==> config.mk <==
export PLATFORM = sky130hd
export DESIGN_NAME = line_pixel_generator
export DESIGN_NICKNAME = d
export VERILOG_FILES = /design/src/rtl/core/lpg_pkg.sv /design/src/rtl/core/lpg_front.sv /design/src/rtl/core/lpg_queue.sv /design/src/rtl/core/lpg_back.sv /design/src/rtl/core/line_pixel_generator.sv
export SDC_FILE = /design/constraint.sdc
export NUM_CORES = 1
export LEC_CHECK = 0
export BUFFER_PORTS_ARGS = -buffer_cell sky130_fd_sc_hd__buf_2
export CAP_MARGIN = 20
export CORE_UTILIZATION = 63
export DETAILED_ROUTE_END_ITERATION = 8
export PLACE_DENSITY = 0.78
export SYNTH_ARGS = -nofsm -noshare
export SYNTH_HDL_FRONTEND = slang
export SYNTH_SLANG_ARGS = --single-unit
==> constraint.sdc <==
create_clock -name clk -period 7 [get_ports clk]
set_clock_uncertainty 0.15 [all_clocks]
set_input_delay 1.05 -clock clk [delete_from_list [all_inputs] [get_ports clk]]
set_output_delay 1.05 -clock clk [all_outputs]
set_load 0.01 [all_outputs]
==> src/rtl/core/lpg_pkg.sv <==
`timescale 1ns / 1ps
`default_nettype none
// ----------------------------------------------------------------------------
// Line pixel generator package
// Shared widths, codes and transaction types of the line rasterizer.
// ----------------------------------------------------------------------------
package lpg_pkg;

    localparam int COORD_BITS = 12;
    localparam int ERR_BITS   = COORD_BITS + 2;

    // Command queue between the front and the back.
    localparam int Q_DEPTH    = 2;
    localparam int Q_PTR_BITS = $clog2(Q_DEPTH);
    localparam int Q_CNT_BITS = $clog2(Q_DEPTH + 1);

    localparam logic OP_START = 1'b0;
    localparam logic OP_NEXT  = 1'b1;

    typedef logic signed [COORD_BITS-1:0] coord_t;
    typedef logic        [COORD_BITS-1:0] mag_t;
    typedef logic signed [ERR_BITS-1:0]   err_t;

    typedef struct packed {
        logic   operation;
        coord_t start_x;
        coord_t start_y;
        coord_t end_x;
        coord_t end_y;
    } req_t;

    typedef struct packed {
        coord_t pixel_x;
        coord_t pixel_y;
        logic   last;
    } pix_t;

    // Classified command: a start carries the prepared line setup.
    typedef struct packed {
        logic   is_start;
        coord_t start_x;
        coord_t start_y;
        coord_t end_x;
        coord_t end_y;
        mag_t   abs_dx;
        mag_t   abs_dy;
        logic   step_x_neg;
        logic   step_y_neg;
    } cmd_t;

endpackage
`default_nettype wire

==> src/rtl/core/lpg_front.sv <==
`timescale 1ns / 1ps
`default_nettype none
// ----------------------------------------------------------------------------
// Line pixel generator front
// Classifies requests and prepares the deltas and step directions of a start.
// ----------------------------------------------------------------------------
module lpg_front (
    input  lpg_pkg::req_t req,
    output lpg_pkg::cmd_t cmd
);
    import lpg_pkg::*;

    logic signed [COORD_BITS:0] sx_w;
    logic signed [COORD_BITS:0] sy_w;
    logic signed [COORD_BITS:0] ex_w;
    logic signed [COORD_BITS:0] ey_w;
    logic signed [COORD_BITS:0] fwd_x;
    logic signed [COORD_BITS:0] rev_x;
    logic signed [COORD_BITS:0] fwd_y;
    logic signed [COORD_BITS:0] rev_y;
    logic                       x_neg;
    logic                       y_neg;

    assign sx_w = {req.start_x[COORD_BITS-1], req.start_x};
    assign sy_w = {req.start_y[COORD_BITS-1], req.start_y};
    assign ex_w = {req.end_x[COORD_BITS-1], req.end_x};
    assign ey_w = {req.end_y[COORD_BITS-1], req.end_y};

    // Both differences are formed in parallel; the direction picks the positive one.
    assign fwd_x = ex_w - sx_w;
    assign rev_x = sx_w - ex_w;
    assign fwd_y = ey_w - sy_w;
    assign rev_y = sy_w - ey_w;

    assign x_neg = !(req.start_x < req.end_x);
    assign y_neg = !(req.start_y < req.end_y);

    always_comb
    begin
        cmd.is_start   = (req.operation == OP_START);
        cmd.start_x    = req.start_x;
        cmd.start_y    = req.start_y;
        cmd.end_x      = req.end_x;
        cmd.end_y      = req.end_y;
        cmd.abs_dx     = x_neg ? rev_x[COORD_BITS-1:0] : fwd_x[COORD_BITS-1:0];
        cmd.abs_dy     = y_neg ? rev_y[COORD_BITS-1:0] : fwd_y[COORD_BITS-1:0];
        cmd.step_x_neg = x_neg;
        cmd.step_y_neg = y_neg;
    end

endmodule
`default_nettype wire

==> src/rtl/core/lpg_queue.sv <==
`timescale 1ns / 1ps
`default_nettype none
// ----------------------------------------------------------------------------
// Line pixel generator command queue
// Short first-in first-out buffer between the front and the back.
// ----------------------------------------------------------------------------
module lpg_queue (
    input  logic          clk,
    input  logic          rst_n,
    input  logic          push,
    input  lpg_pkg::cmd_t push_cmd,
    output logic          full,
    output logic          head_valid,
    output lpg_pkg::cmd_t head_cmd,
    input  logic          pop
);
    import lpg_pkg::*;

    cmd_t                  entry_reg [Q_DEPTH];
    logic [Q_PTR_BITS-1:0] wr_ptr_reg;
    logic [Q_PTR_BITS-1:0] wr_ptr_next;
    logic [Q_PTR_BITS-1:0] rd_ptr_reg;
    logic [Q_PTR_BITS-1:0] rd_ptr_next;
    logic [Q_CNT_BITS-1:0] count_reg;
    logic [Q_CNT_BITS-1:0] count_next;

    assign full       = (count_reg == Q_CNT_BITS'(Q_DEPTH));
    assign head_valid = (count_reg != '0);
    assign head_cmd   = entry_reg[rd_ptr_reg];

    always_comb
    begin
        wr_ptr_next = wr_ptr_reg;
        rd_ptr_next = rd_ptr_reg;
        count_next  = count_reg;
        if (push)
        begin
            wr_ptr_next = (wr_ptr_reg == Q_PTR_BITS'(Q_DEPTH - 1)) ? '0
                                                                   : wr_ptr_reg + 1'b1;
        end
        if (pop)
        begin
            rd_ptr_next = (rd_ptr_reg == Q_PTR_BITS'(Q_DEPTH - 1)) ? '0
                                                                   : rd_ptr_reg + 1'b1;
        end
        if (push && !pop)
        begin
            count_next = count_reg + 1'b1;
        end
        else if (pop && !push)
        begin
            count_next = count_reg - 1'b1;
        end
    end

    always_ff @(posedge clk or negedge rst_n)
    begin
        if (!rst_n)
        begin
            wr_ptr_reg <= '0;
            rd_ptr_reg <= '0;
            count_reg  <= '0;
        end
        else
        begin
            wr_ptr_reg <= wr_ptr_next;
            rd_ptr_reg <= rd_ptr_next;
            count_reg  <= count_next;
        end
    end

    always_ff @(posedge clk)
    begin
        if (push)
        begin
            entry_reg[wr_ptr_reg] <= push_cmd;
        end
    end

    a_count_bound: assert property (@(posedge clk) disable iff (!rst_n)
        count_reg <= Q_CNT_BITS'(Q_DEPTH))
        else $error("queue occupancy beyond its depth");

    a_no_push_full: assert property (@(posedge clk) disable iff (!rst_n)
        push |-> !full)
        else $error("queue written while full");

    a_no_pop_empty: assert property (@(posedge clk) disable iff (!rst_n)
        pop |-> head_valid)
        else $error("queue read while empty");

    a_count_up: assert property (@(posedge clk) disable iff (!rst_n)
        (push && !pop) |=> (count_reg == $past(count_reg) + 1'b1))
        else $error("queue occupancy did not follow a lone write");

endmodule
`default_nettype wire

==> src/rtl/core/lpg_back.sv <==
`timescale 1ns / 1ps
`default_nettype none
// ----------------------------------------------------------------------------
// Line pixel generator back
// Holds the line state, loads it on a start, advances one Bresenham step
// per next command of an active line and registers the resulting pixel.
// ----------------------------------------------------------------------------
module lpg_back (
    input  logic          clk,
    input  logic          rst_n,
    input  logic          cmd_valid,
    input  lpg_pkg::cmd_t cmd,
    output logic          cmd_pop,
    output logic          pix_valid,
    input  logic          pix_stall,
    output lpg_pkg::pix_t pix
);
    import lpg_pkg::*;

    coord_t cur_x_reg, cur_x_next;
    coord_t cur_y_reg, cur_y_next;
    coord_t tgt_x_reg, tgt_x_next;
    coord_t tgt_y_reg, tgt_y_next;
    mag_t   abs_dx_reg, abs_dx_next;
    mag_t   abs_dy_reg, abs_dy_next;
    logic   step_x_neg_reg, step_x_neg_next;
    logic   step_y_neg_reg, step_y_neg_next;
    err_t   err_reg, err_next;
    logic   active_reg, active_next;
    logic   out_valid_reg, out_valid_next;
    pix_t   out_reg, out_next;

    logic                     take;
    logic signed [ERR_BITS:0] e_w;
    logic signed [ERR_BITS:0] dx_w;
    logic signed [ERR_BITS:0] dy_w;
    logic signed [ERR_BITS:0] sub_w;
    logic signed [ERR_BITS:0] add_w;
    logic signed [ERR_BITS:0] sum_w;
    logic                     move_x;
    logic                     move_y;
    coord_t                   inc_x;
    coord_t                   inc_y;
    coord_t                   nx;
    coord_t                   ny;
    mag_t                     half_dx;
    mag_t                     half_dy;
    err_t                     init_err;
    logic                     emit;
    logic                     fin;

    assign take    = cmd_valid && (!out_valid_reg || !pix_stall);
    assign cmd_pop = take;

    // Error step: x moves while e > -dx, y moves while e < dy.
    assign e_w    = {err_reg[ERR_BITS-1], err_reg};
    assign dx_w   = $signed({{(ERR_BITS + 1 - COORD_BITS){1'b0}}, abs_dx_reg});
    assign dy_w   = $signed({{(ERR_BITS + 1 - COORD_BITS){1'b0}}, abs_dy_reg});
    assign move_x = (e_w > -dx_w);
    assign move_y = (e_w < dy_w);
    assign sub_w  = move_x ? dy_w : '0;
    assign add_w  = move_y ? dx_w : '0;
    assign sum_w  = e_w - sub_w + add_w;

    assign inc_x = move_x ? (step_x_neg_reg ? '1 : COORD_BITS'(1)) : '0;
    assign inc_y = move_y ? (step_y_neg_reg ? '1 : COORD_BITS'(1)) : '0;
    assign nx    = cur_x_reg + inc_x;
    assign ny    = cur_y_reg + inc_y;

    // Initial error is half the major delta, negative when y dominates or the deltas are equal.
    assign half_dx  = cmd.abs_dx >> 1;
    assign half_dy  = cmd.abs_dy >> 1;
    assign init_err = (cmd.abs_dx > cmd.abs_dy) ? err_t'(half_dx)
                                                : -$signed(err_t'(half_dy));

    always_comb
    begin
        cur_x_next      = cur_x_reg;
        cur_y_next      = cur_y_reg;
        tgt_x_next      = tgt_x_reg;
        tgt_y_next      = tgt_y_reg;
        abs_dx_next     = abs_dx_reg;
        abs_dy_next     = abs_dy_reg;
        step_x_neg_next = step_x_neg_reg;
        step_y_neg_next = step_y_neg_reg;
        err_next        = err_reg;
        active_next     = active_reg;
        out_valid_next  = out_valid_reg;
        out_next        = out_reg;
        emit            = 1'b0;
        fin             = 1'b0;

        if (take)
        begin
            if (cmd.is_start)
            begin
                cur_x_next      = cmd.start_x;
                cur_y_next      = cmd.start_y;
                tgt_x_next      = cmd.end_x;
                tgt_y_next      = cmd.end_y;
                abs_dx_next     = cmd.abs_dx;
                abs_dy_next     = cmd.abs_dy;
                step_x_neg_next = cmd.step_x_neg;
                step_y_neg_next = cmd.step_y_neg;
                err_next        = init_err;
                fin             = (cmd.start_x == cmd.end_x) && (cmd.start_y == cmd.end_y);
                emit            = 1'b1;
            end
            else if (active_reg)
            begin
                cur_x_next = nx;
                cur_y_next = ny;
                err_next   = sum_w[ERR_BITS-1:0];
                fin        = (nx == tgt_x_reg) && (ny == tgt_y_reg);
                emit       = 1'b1;
            end

            if (emit)
            begin
                active_next      = !fin;
                out_next.pixel_x = cur_x_next;
                out_next.pixel_y = cur_y_next;
                out_next.last    = fin;
            end
            out_valid_next = emit;
        end
        else if (!pix_stall)
        begin
            out_valid_next = 1'b0;
        end
    end

    always_ff @(posedge clk or negedge rst_n)
    begin
        if (!rst_n)
        begin
            cur_x_reg      <= '0;
            cur_y_reg      <= '0;
            tgt_x_reg      <= '0;
            tgt_y_reg      <= '0;
            abs_dx_reg     <= '0;
            abs_dy_reg     <= '0;
            step_x_neg_reg <= 1'b0;
            step_y_neg_reg <= 1'b0;
            err_reg        <= '0;
            active_reg     <= 1'b0;
            out_valid_reg  <= 1'b0;
        end
        else
        begin
            cur_x_reg      <= cur_x_next;
            cur_y_reg      <= cur_y_next;
            tgt_x_reg      <= tgt_x_next;
            tgt_y_reg      <= tgt_y_next;
            abs_dx_reg     <= abs_dx_next;
            abs_dy_reg     <= abs_dy_next;
            step_x_neg_reg <= step_x_neg_next;
            step_y_neg_reg <= step_y_neg_next;
            err_reg        <= err_next;
            active_reg     <= active_next;
            out_valid_reg  <= out_valid_next;
        end
    end

    always_ff @(posedge clk)
    begin
        out_reg <= out_next;
    end

    assign pix_valid = out_valid_reg;
    assign pix       = out_reg;

    a_last_ends_line: assert property (@(posedge clk) disable iff (!rst_n)
        (take && emit && fin) |=> !active_reg)
        else $error("line still active after its last pixel");

    a_idle_next_silent: assert property (@(posedge clk) disable iff (!rst_n)
        (take && !cmd.is_start && !active_reg) |=> !pix_valid)
        else $error("pixel produced with no line in progress");

    a_start_emits: assert property (@(posedge clk) disable iff (!rst_n)
        (take && cmd.is_start) |=> (pix_valid && pix.pixel_x == $past(cmd.start_x)
                                    && pix.pixel_y == $past(cmd.start_y)))
        else $error("start did not produce its first pixel");

endmodule
`default_nettype wire

==> src/rtl/core/line_pixel_generator.sv <==
`timescale 1ns / 1ps
`default_nettype none
// ----------------------------------------------------------------------------
// Line pixel generator
// All-octant Bresenham line rasterizer with a decoupled front and back.
//
//   Channel | Signals                  | Transaction
//   --------+--------------------------+--------------------------------------
//   request | req_valid, req_stall, req| start a line, or ask for next pixel
//   pixel   | pix_valid, pix_stall, pix| one pixel with its last flag
//
// One request per cycle is sustained while pix_stall is low; the pixel of a
// request is registered in the queue entry, then in the output register of
// the back. The combinational Bresenham step in the back sets that rate.
// Reset clears the line state; no line is active after reset.
// req_stall rises only when the two-entry command queue is full, as requests
// keep arriving while pix_stall holds a waiting pixel.
// ----------------------------------------------------------------------------
module line_pixel_generator (
    input  logic          clk,
    input  logic          rst_n,
    input  logic          req_valid,
    output logic          req_stall,
    input  lpg_pkg::req_t req,
    output logic          pix_valid,
    input  logic          pix_stall,
    output lpg_pkg::pix_t pix
);
    import lpg_pkg::*;

    cmd_t front_cmd;
    cmd_t head_cmd;
    logic q_full;
    logic head_valid;
    logic head_pop;

    assign req_stall = q_full;

    lpg_front u_front (
        .req (req),
        .cmd (front_cmd)
    );

    lpg_queue u_queue (
        .clk        (clk),
        .rst_n      (rst_n),
        .push       (req_valid && !q_full),
        .push_cmd   (front_cmd),
        .full       (q_full),
        .head_valid (head_valid),
        .head_cmd   (head_cmd),
        .pop        (head_pop)
    );

    lpg_back u_back (
        .clk       (clk),
        .rst_n     (rst_n),
        .cmd_valid (head_valid),
        .cmd       (head_cmd),
        .cmd_pop   (head_pop),
        .pix_valid (pix_valid),
        .pix_stall (pix_stall),
        .pix       (pix)
    );

endmodule
`default_nettype wire
=== Word level (Yosys, flattened, before mapping) ===
Memories as Yosys holds them, arrays and structs flattened.
Index checks and enable logic that the tools add are counted.

* Register bits after elaboration: 119
* Memory bits (writable): 150
* Input bits: 53
* Output and inout port bits: 27
* Word-level logic and storage cells: 94
* Memories: 1

{| class="wikitable"
|+ Memory list
! name !! depth !! width !! rd ports !! clocked after memory_dff !! write ports !! line !! source
|-
| u_queue.entry_reg || 2 || 75 || 1 || 0 || 1 || lpg_queue.sv:19 || <nowiki>cmd_t entry_reg [Q_DEPTH];</nowiki>
|}

* Add/subtract/negate cells: 14
* $lt $le $gt $ge: 5
* Equal/unequal tests: 6
* Mux-type cells: 29
* Bitwise logic cells: 1
* Reductions and logical operators: 21

{| class="wikitable"
|+ Operator list
! operator !! number
|-
| 2-to-1 mux 12 bit || 12
|-
| equality test 12 bit || 4
|-
| subtractor 12 bit || 4
|-
| 2-to-1 mux 14 bit || 3
|-
| adder 12 bit || 2
|-
| < comparator 12 bit || 2
|-
| greater-than comparator 14 x 15 -> 1 bit || 1
|-
| negation 12 -> 15 bit || 1
|-
| adder 14 bit || 1
|-
| < comparator 14 x 13 -> 1 bit || 1
|-
| negation 11 -> 14 bit || 1
|-
| subtractor 14 x 13 -> 14 bit || 1
|-
| greater-than comparator 12 bit || 1
|-
| 2-to-1 mux 1 bit || 12
|-
| logical NOT 1 bit || 8
|-
| logical AND 1 bit || 6
|-
| AND reduction 2 bit || 3
|-
| nonzero test 2 bit || 3
|-
| 2-to-1 mux 2 bit || 2
|-
| adder 1 bit (second input constant) || 2
|-
| adder 2 x 1 -> 2 bit (second input constant) || 1
|-
| equality test 2 bit (second input constant) || 1
|-
| != test 2 x 1 -> 1 bit (second input constant) || 1
|-
| subtractor 2 x 1 -> 2 bit (second input constant) || 1
|-
| 2 further kinds || 2
|}

=== Logic depth before layout (Yosys ltp) ===
Gate-level depths: netlist (run 1).

* Word-level depth: 10
* Gate-level depth with buffers: 29
* Mapped depth without buffers: 29

=== Cells and area by module ===
From an unflattened synthesis (run 1), not the netlist that was laid out.

* Cells, all modules: 1743
* Area, all modules: 17944.7 um2

{| class="wikitable"
|+ By module, submodules not included
! module !! instances !! cells an instance !! area each (um2) !! seq. area each (um2)
|-
| lpg_back || 1 || 1121 || 9509.1 || 3002.9
|-
| lpg_queue || 1 || 249 || 5755.5 || 4604.4
|-
| lpg_front || 1 || 372 || 2666.3 || 0.0
|-
| line_pixel_generator || 1 || 1 || 13.8 || 0.0
|}

=== Worst setup path before layout (run 1) ===
Ideal clock, no wire load.

* Kind: register -> register
* Start: register u_back.abs_dx_reg[4]
* End: register u_back.out_reg (netlist bit u_back.pix[0]) (data pin)
* Arrival time: 5.459 ns
* Required time: 6.718 ns
* Slack: 1.259 ns
* Cell stages (with the launch flop): 24
* Path buffers: 1
* Clock period less this slack: 5.741 ns
* Cells stage by stage: dfrtp_1 -> or4_1 -> or4_1 -> nor3_1 -> xor2_1 -> ha_1 -> and4_1 -> and3_4 -> o31ai_1 -> a21boi_2 -> nor2_4 -> clkinv_2 -> buf_6 -> ha_1 -> xnor2_1 -> nor3_1 -> nor2_1 -> nand4_1 -> a311oi_1 -> nand3b_1 -> nor4b_2 -> o2111ai_1 -> nor4_1 -> a41o_1

* Word-level cells in the longest chain between the ends: 9

{| class="wikitable"
|+ RTL lines
! what !! line !! source
|-
| from (decl) || lpg_back.sv:24 || <nowiki>mag_t abs_dx_reg, abs_dx_next;</nowiki>
|-
| from (signal assigned) || lpg_back.sv:155 || <nowiki>abs_dx_reg <= abs_dx_next;</nowiki>
|-
| negation 12 -> 15 bit || lpg_back.sv:59 || <nowiki>assign move_x = (e_w > -dx_w);</nowiki>
|-
| greater-than comparator 14 x 15 -> 1 bit || lpg_back.sv:59 ||
|-
| 2-to-1 mux 12 bit || lpg_back.sv:65 || <nowiki>assign inc_x = move_x ? (step_x_neg_reg ? '1 : COORD_BITS'(1)) : '0;</nowiki>
|-
| adder 12 bit || lpg_back.sv:67 || <nowiki>assign nx = cur_x_reg + inc_x;</nowiki>
|-
| equality test 12 bit || lpg_back.sv:114 || <nowiki>fin = (nx == tgt_x_reg) && (ny == tgt_y_reg);</nowiki>
|-
| logical AND 1 bit || lpg_back.sv:114 ||
|-
| 2-to-1 mux 1 bit || lpg_back.sv:109 || <nowiki>else if (active_reg)</nowiki>
|-
| 2-to-1 mux 1 bit || lpg_back.sv:95 || <nowiki>if (cmd.is_start)</nowiki>
|-
| 2-to-1 mux 1 bit || lpg_back.sv:93 || <nowiki>if (take)</nowiki>
|-
| to (signal assigned) || lpg_back.sv:167 || <nowiki>out_reg <= out_next;</nowiki>
|-
| to (decl) || lpg_back.sv:31 || <nowiki>pix_t out_reg, out_next;</nowiki>
|}

No other way between the ends. The select of a mux whose other input is x is not followed.
A chain may end at the register's enable or synchronous reset.

=== Final worst setup path (run 1) ===
* Start: register u_back.abs_dx_reg[4]
* End: register u_back.err_reg[12]

* Word-level cells in the longest chain between the ends: 7
* Elaborated cells between the ends (all ways): 8

{| class="wikitable"
|+ RTL lines
! what !! line !! source
|-
| negation 12 -> 15 bit || lpg_back.sv:59 ||
|-
| greater-than comparator 14 x 15 -> 1 bit || lpg_back.sv:59 ||
|-
| 2-to-1 mux 12 bit || lpg_back.sv:61 || <nowiki>assign sub_w = move_x ? dy_w : '0;</nowiki>
|-
| subtractor 14 x 13 -> 14 bit || lpg_back.sv:63 || <nowiki>assign sum_w = e_w - sub_w + add_w;</nowiki>
|-
| adder 14 bit (*) || lpg_back.sv:63 ||
|-
| 2-to-1 mux 14 bit (*) || lpg_back.sv:109 ||
|-
| 2-to-1 mux 14 bit (*) || lpg_back.sv:95 ||
|-
| to (signal assigned) || lpg_back.sv:159 || <nowiki>err_reg <= err_next;</nowiki>
|-
| to (decl) || lpg_back.sv:28 || <nowiki>err_t err_reg, err_next;</nowiki>
|}

Every way passes the cells marked *; elsewhere a longest branch is shown, timed or not. The select of a mux whose other input is x is not followed.

==> reports/results.ini, run 1 <==
[clock_network]
post_cts_buffers = 0
root_buffer = clkbuf_16
clkTransAtPathRegs_ps = 60
post_cts_resized = 0
htree_levels = 1
cts_buffer_depth = 3
postCtsHoldBufs = 0
numCtsBuffers = 30
cts_sinks = 269
cts_tree = done
clk_latency_ps = 590

[worst_setup_path]
critical_path_arrival_ps = 6900
critical_path_depth = 25
crit_path_max_incr_delay_ps = 590
reg2reg_to = u_back.err_reg[12]
worstSetupPathType = reg -> reg
slowest_stage = or4_1
r2r_slack_ps = 420
worstSetupEndpoint = u_back.err_reg[12]
rr_worst_depth = 25
path_max_fanout = 6
rr_startpoint = u_back.abs_dx_reg[4]
crit_top_cell = o21ai_0
start_kind = flip-flop
crit_start = u_back.abs_dx_reg[4]
worstPathRequired_ps = 7320
path_delay_family = simple AND/OR/NAND/NOR gates
worstSetupEndpointType = flip-flop
cp_num_buf_inv = 1

[place]
hpwl_um = 34200
gp_congestion = 0.944
portBuffers = 79

[timing]
finalSetupTns_ps = 0
max_freq_mhz = 152
hold_viol = 0
maxSlewViolCount = 0
finalCritPeriodShare_pct = 94.0
layout_min_cycle_time_ps = 6580
maxSlewHeadroom_pct = 30.8
setup_violations = 0
tightest_slew_ps = 1040
rsz0062_at_grt = false

[global_routing]
grt_pass1_wl_um = 71600
grt_pass1_vias = 12986
grt.total_usage_pct = 32.9
antenna_found_initial = 0
grt_max_degree = 76
grt-ovfl-total = 0

[floorplan]
core_area_um2 = 27000
die_area_um2 = 28300
rows = 60
chipWidth_um = 168
start_util_pct = 64.3
io-pin-count = 80
die_h_um = 168

[routing]
highest_layer = met4
ant_nets = 0
wl_met3_um = 3330
vias_per_cell = 6.28
dr.pass1.iters = 7
wl_um = 46300
m1WireLength_um = 20600
met2_length_um = 20900
wl_per_cell_um = 21.7
drc = 0
dr.first_iter.drc_count = 1551
vias = 13384

[layout]
ff_latch_area_um2 = 7610
drive_gt1_share_pct = 11.6
largest_reg_flops = 150
fillers = 2023
final_common_cell = edfxtp_1
nets = 1953
areaGrowthSynthToFinish_pct = 9.90
final_cell_mix = 175 x edfxtp_1, 152 x inv_1, 147 x nand2_1
multi_input_area_um2 = 8930
insertedDiodeCount = 0

[hold_path]
hold_path_class = in -> async

[run_status]
status = finished clean

[synthesis]
synth.cell_area_um2 = 17400
syn_inst = 1707
synth_warnings = 0
synth-compound-area-share_pct = 13.7
async_reset_ff_share_pct = 34.9
synth_top_family_by_area = compound AO/OA/AOI/OAI gates
synthAdderAreaFrac_pct = 10.4
synth_seq_area_share_pct = 43.7
yosys.area_share.simple_pct = 13.0
synth_edf_count = 175
synth_nets = 1894
ys_ff_latch = 269
synth_cell_type_count = 86
synth_flop_cell = edfxtp_1
synth_mux_area_share_pct = 7.38
synth_area_per_cell_um2 = 10.2
synth_xor_area_share_pct = 6.78

[job]
drv_cap = 0

-- how the worst min path moves through the flow --
stage                         start              endpoint  slack [ps]  depth (start not counted)
3_3_place_gp   u_queue.count_reg[1]  u_queue.count_reg[1]         340                          1
6_report                      rst_n  u_queue.count_reg[1]         280                          1
3_5_place_dp       u_back.pix_valid      u_back.pix_valid         330                          2
4_1_cts                       rst_n     u_back.err_reg[6]         300                          1
2_1_floorplan  u_back.tgt_y_reg[11]  u_back.tgt_y_reg[11]         300                          2
5_1_grt                       rst_n     u_back.err_reg[9]         330                          1
-- kinds of logic after synthesis --
group,Yosys count
buffers and inverters,225
adder cells (fa/ha/maj),134
flip-flops,269
XOR/XNOR,128
multiplexers,123
AND/OR/NAND/NOR,452
AO/OA/AOI/OAI,376
-- worst reg2reg max path, cell delays in order (launching register included) --
cell and delay [ps]:
dfrtp_1 430, or4_1 590, or4_1 530, nor3_1 210, xor2_1 180, ha_1 250
and4_1 200, and3_4 200, o31ai_1 110, nand2_1 150, xor2_1 180, a21oi_2 340
and2_1 220, fa_1 420, inv_1 70, ha_1 250, nor2b_1 160, o21ai_0 230
a21oi_1 130, o21ai_0 220, a21boi_0 150, o21ai_0 280, a21oi_1 160, o41ai_1 340
xor2_1 110, o21ai_0 230
-- layer usage --
metal | track usage (%) | vias to the layer above
met5 | 0 | -
met4 | 10.5 | 0
met3 | 3.90 | 82
met2 | 52.4 | 522
met1 | 47.4 | 6570
li1 | - | 6210
-- final cells by class --
type | instances | share of cell area (%)
clock inverter | 21 | 1.17
inverter | 156 | 3.07
sequential | 269 | 39.8
timing repair buffer | 96 | 2.75
clock buffer | 35 | 4.24
tap | 341 | 2.23
multi-input combinational | 1213 | 46.7
-- metrics by stage --
stage	setup slack, ps	instance area, um2	std cells	hold slack (ps)	util (%)
global route	10.3	19100	2131	332	70.7
global placement	567	18100	2075	336	66.9
floorplan	1260	17400	1707	302	-
detailed placement	388	18100	2075	330	66.9
CTS	332	19100	2131	297	70.7
finish	418	19100	2131	283	70.7
-- synthesized netlist by cell type (47+ instances only) --
| cell | instances | area share, % |
|---|---|---|
| xor2_1 | 54 | 2.7 |
| edfxtp_1 | 175 | 30 |
| nor2_1 | 91 | 2.0 |
| ha_1 | 117 | 8.4 |
| nand2_1 | 148 | 3.2 |
| dfrtp_1 | 94 | 14 |
| clkbuf_1 | 47 | 1.0 |
| mux2i_1 | 90 | 5.2 |
| a21oi_1 | 79 | 2.3 |
| inv_1 | 152 | 3.3 |
| o21ai_0 | 120 | 3.5 |
| xnor2_1 | 70 | 3.5 |
Power of run 1 is not shown: default switching activity piles up to over one toggle a cycle in this logic, so the estimate is an artifact.
==> run 2: changes to the inputs <==
--- a/config.mk
+++ b/config.mk
@@ -5,7 +5,7 @@
 export SDC_FILE = /design/constraint.sdc
 export NUM_CORES = 1
 export LEC_CHECK = 0
-export BUFFER_PORTS_ARGS = -buffer_cell sky130_fd_sc_hd__buf_2
+export BUFFER_PORTS_ARGS = -buffer_cell sky130_fd_sc_hd__buf_4
 export CAP_MARGIN = 20
 export CORE_UTILIZATION = 63
 export DETAILED_ROUTE_END_ITERATION = 8
==> reports/results.ini, run 2 (synthesized netlist as in run 1, its figures left out) <==
[run_status]
status = finished clean

[global_routing]
grt-ovfl-total = 0
grt_max_degree = 98
grt_pass1_vias = 12657
antenna_found_initial = 0
grt_pass1_wl_um = 71700
grt.total_usage_pct = 33.2

[worst_setup_path]
rr_worst_depth = 24
worstPathRequired_ps = 7360
r2r_slack_ps = 470
crit_start = u_back.abs_dx_reg[4]
path_delay_family = simple AND/OR/NAND/NOR gates
worstSetupEndpointType = flip-flop
worstSetupPathType = reg -> reg
reg2reg_to = u_back.err_reg[10]
critical_path_depth = 24
start_kind = flip-flop
rr_startpoint = u_back.abs_dx_reg[4]
worstSetupEndpoint = u_back.err_reg[10]
cp_num_buf_inv = 0
critical_path_arrival_ps = 6900
path_cells = or4_1 -> or4_1 -> nor3_1 -> xor2_1 -> ha_1 -> and4_1 -> and3_4 -> o31ai_1 -> nand2_1 -> xor2_1 -> a21oi_1 -> and2_1 -> fa_1 -> fa_1 -> nor2b_1 -> o21ai_0 -> a21oi_1 -> o21ai_0 -> a21boi_0 -> o21ai_0 -> a21oi_1 -> nor3_1 -> o31ai_1 -> a21boi_1
slowest_stage = or4_1
crit_path_max_incr_delay_ps = 570
path_max_fanout = 5

[floorplan]
start_util_pct = 64.3
rows = 60
io-pin-count = 80
chipWidth_um = 168
core_area_um2 = 27000
die_area_um2 = 28300
die_h_um = 168

[clock_network]
clkTransAtPathRegs_ps = 60
post_cts_buffers = 0
cts_buffer_depth = 3
root_buffer = clkbuf_16
cts_tree = done
cts_sinks = 269
clk_latency_ps = 580
post_cts_resized = 0
numCtsBuffers = 29
htree_levels = 1
postCtsHoldBufs = 0

[layout]
fin_cells = 2127
final_common_cell = edfxtp_1
largest_reg_flops = 150
areaGrowthSynthToFinish_pct = 11.1
drive_gt1_share_pct = 11.4
nets = 1950
insertedDiodeCount = 0
final_cell_mix = 175 x edfxtp_1, 152 x inv_1, 147 x nand2_1

[place]
portBuffers = 79
gp_congestion = 0.939
dp.cells = 2073
hpwl_um = 34400
post-place-ws_ps = 536

[routing]
wl_um = 46700
vias = 13363
dr.pass1.iters = 5
drc = 0
vias_per_cell = 6.28
wl_per_cell_um = 21.9
dr.first_iter.drc_count = 1578
met2_length_um = 21500
ant_nets = 0
wl_met3_um = 3710
highest_layer = met4
m1WireLength_um = 20500

[job]
drv_cap = 0

[timing]
maxSlewViolCount = 0
layout_min_cycle_time_ps = 6530
hold_viol = 0
tightest_slew_ps = 1080
rsz0062_at_grt = false
finalSetupTns_ps = 0
maxSlewHeadroom_pct = 27.8
fin_ws_ps = 468
setup_violations = 0
finalCritPeriodShare_pct = 93.3
max_freq_mhz = 153

[hold_path]
hold_path_class = in -> async

==> run 2: changes by cell type in the layout (fill, tap and decap cells not counted), moves of 3 or more <==
cell / before / now
buf_2: 78 / 0
buf_4: 18 / 94
clkinv_2: 9 / 3
clkbuf_16: 31 / 35
clkbuf_1: 2 / 5
clkinv_1: 4 / 1
==> run 2: how the worst min path moves through the flow <==
stage                                     from                   end  slack, ps
after CTS                                rst_n      u_back.pix_valid        230
final                                    rst_n      u_back.pix_valid        220
after detailed placement      u_back.pix_valid      u_back.pix_valid        340
after global routing                     rst_n      u_back.pix_valid        250
after global placement        u_back.pix_valid      u_back.pix_valid        330
after floorplan           u_back.tgt_y_reg[11]  u_back.tgt_y_reg[11]        300
==> run 2: final cells by class <==
| class | instances | area (um2) |
|---|---|---|
| clock buffers | 43 | 936 |
| clock inverters | 11 | 138 |
| fillers | 1968 | 7700 |
| inverters | 156 | 587 |
| multi-input cells | 1213 | 8920 |
| flip-flops and latches | 269 | 7610 |
| well taps | 341 | 427 |
| repair buffers | 94 | 706 |
==> run 2: stage by stage <==
stage	cell area, um2	hold slack (ps)	utilization [%]
global route	19300	249	71.5
global placement	18300	331	67.5
CTS	19300	233	71.5
finish	19300	222	71.5
detailed placement	18300	344	67.5
floorplan	17400	302	-
==> run 2: metal layers <==
layer,up-vias,track usage (%)
met5,-,0
met1,6506,48.6
met3,57,4.04
met2,582,53.1
met4,0,7.31
li1,6218,-
Power of run 2 is left out for the same reason.
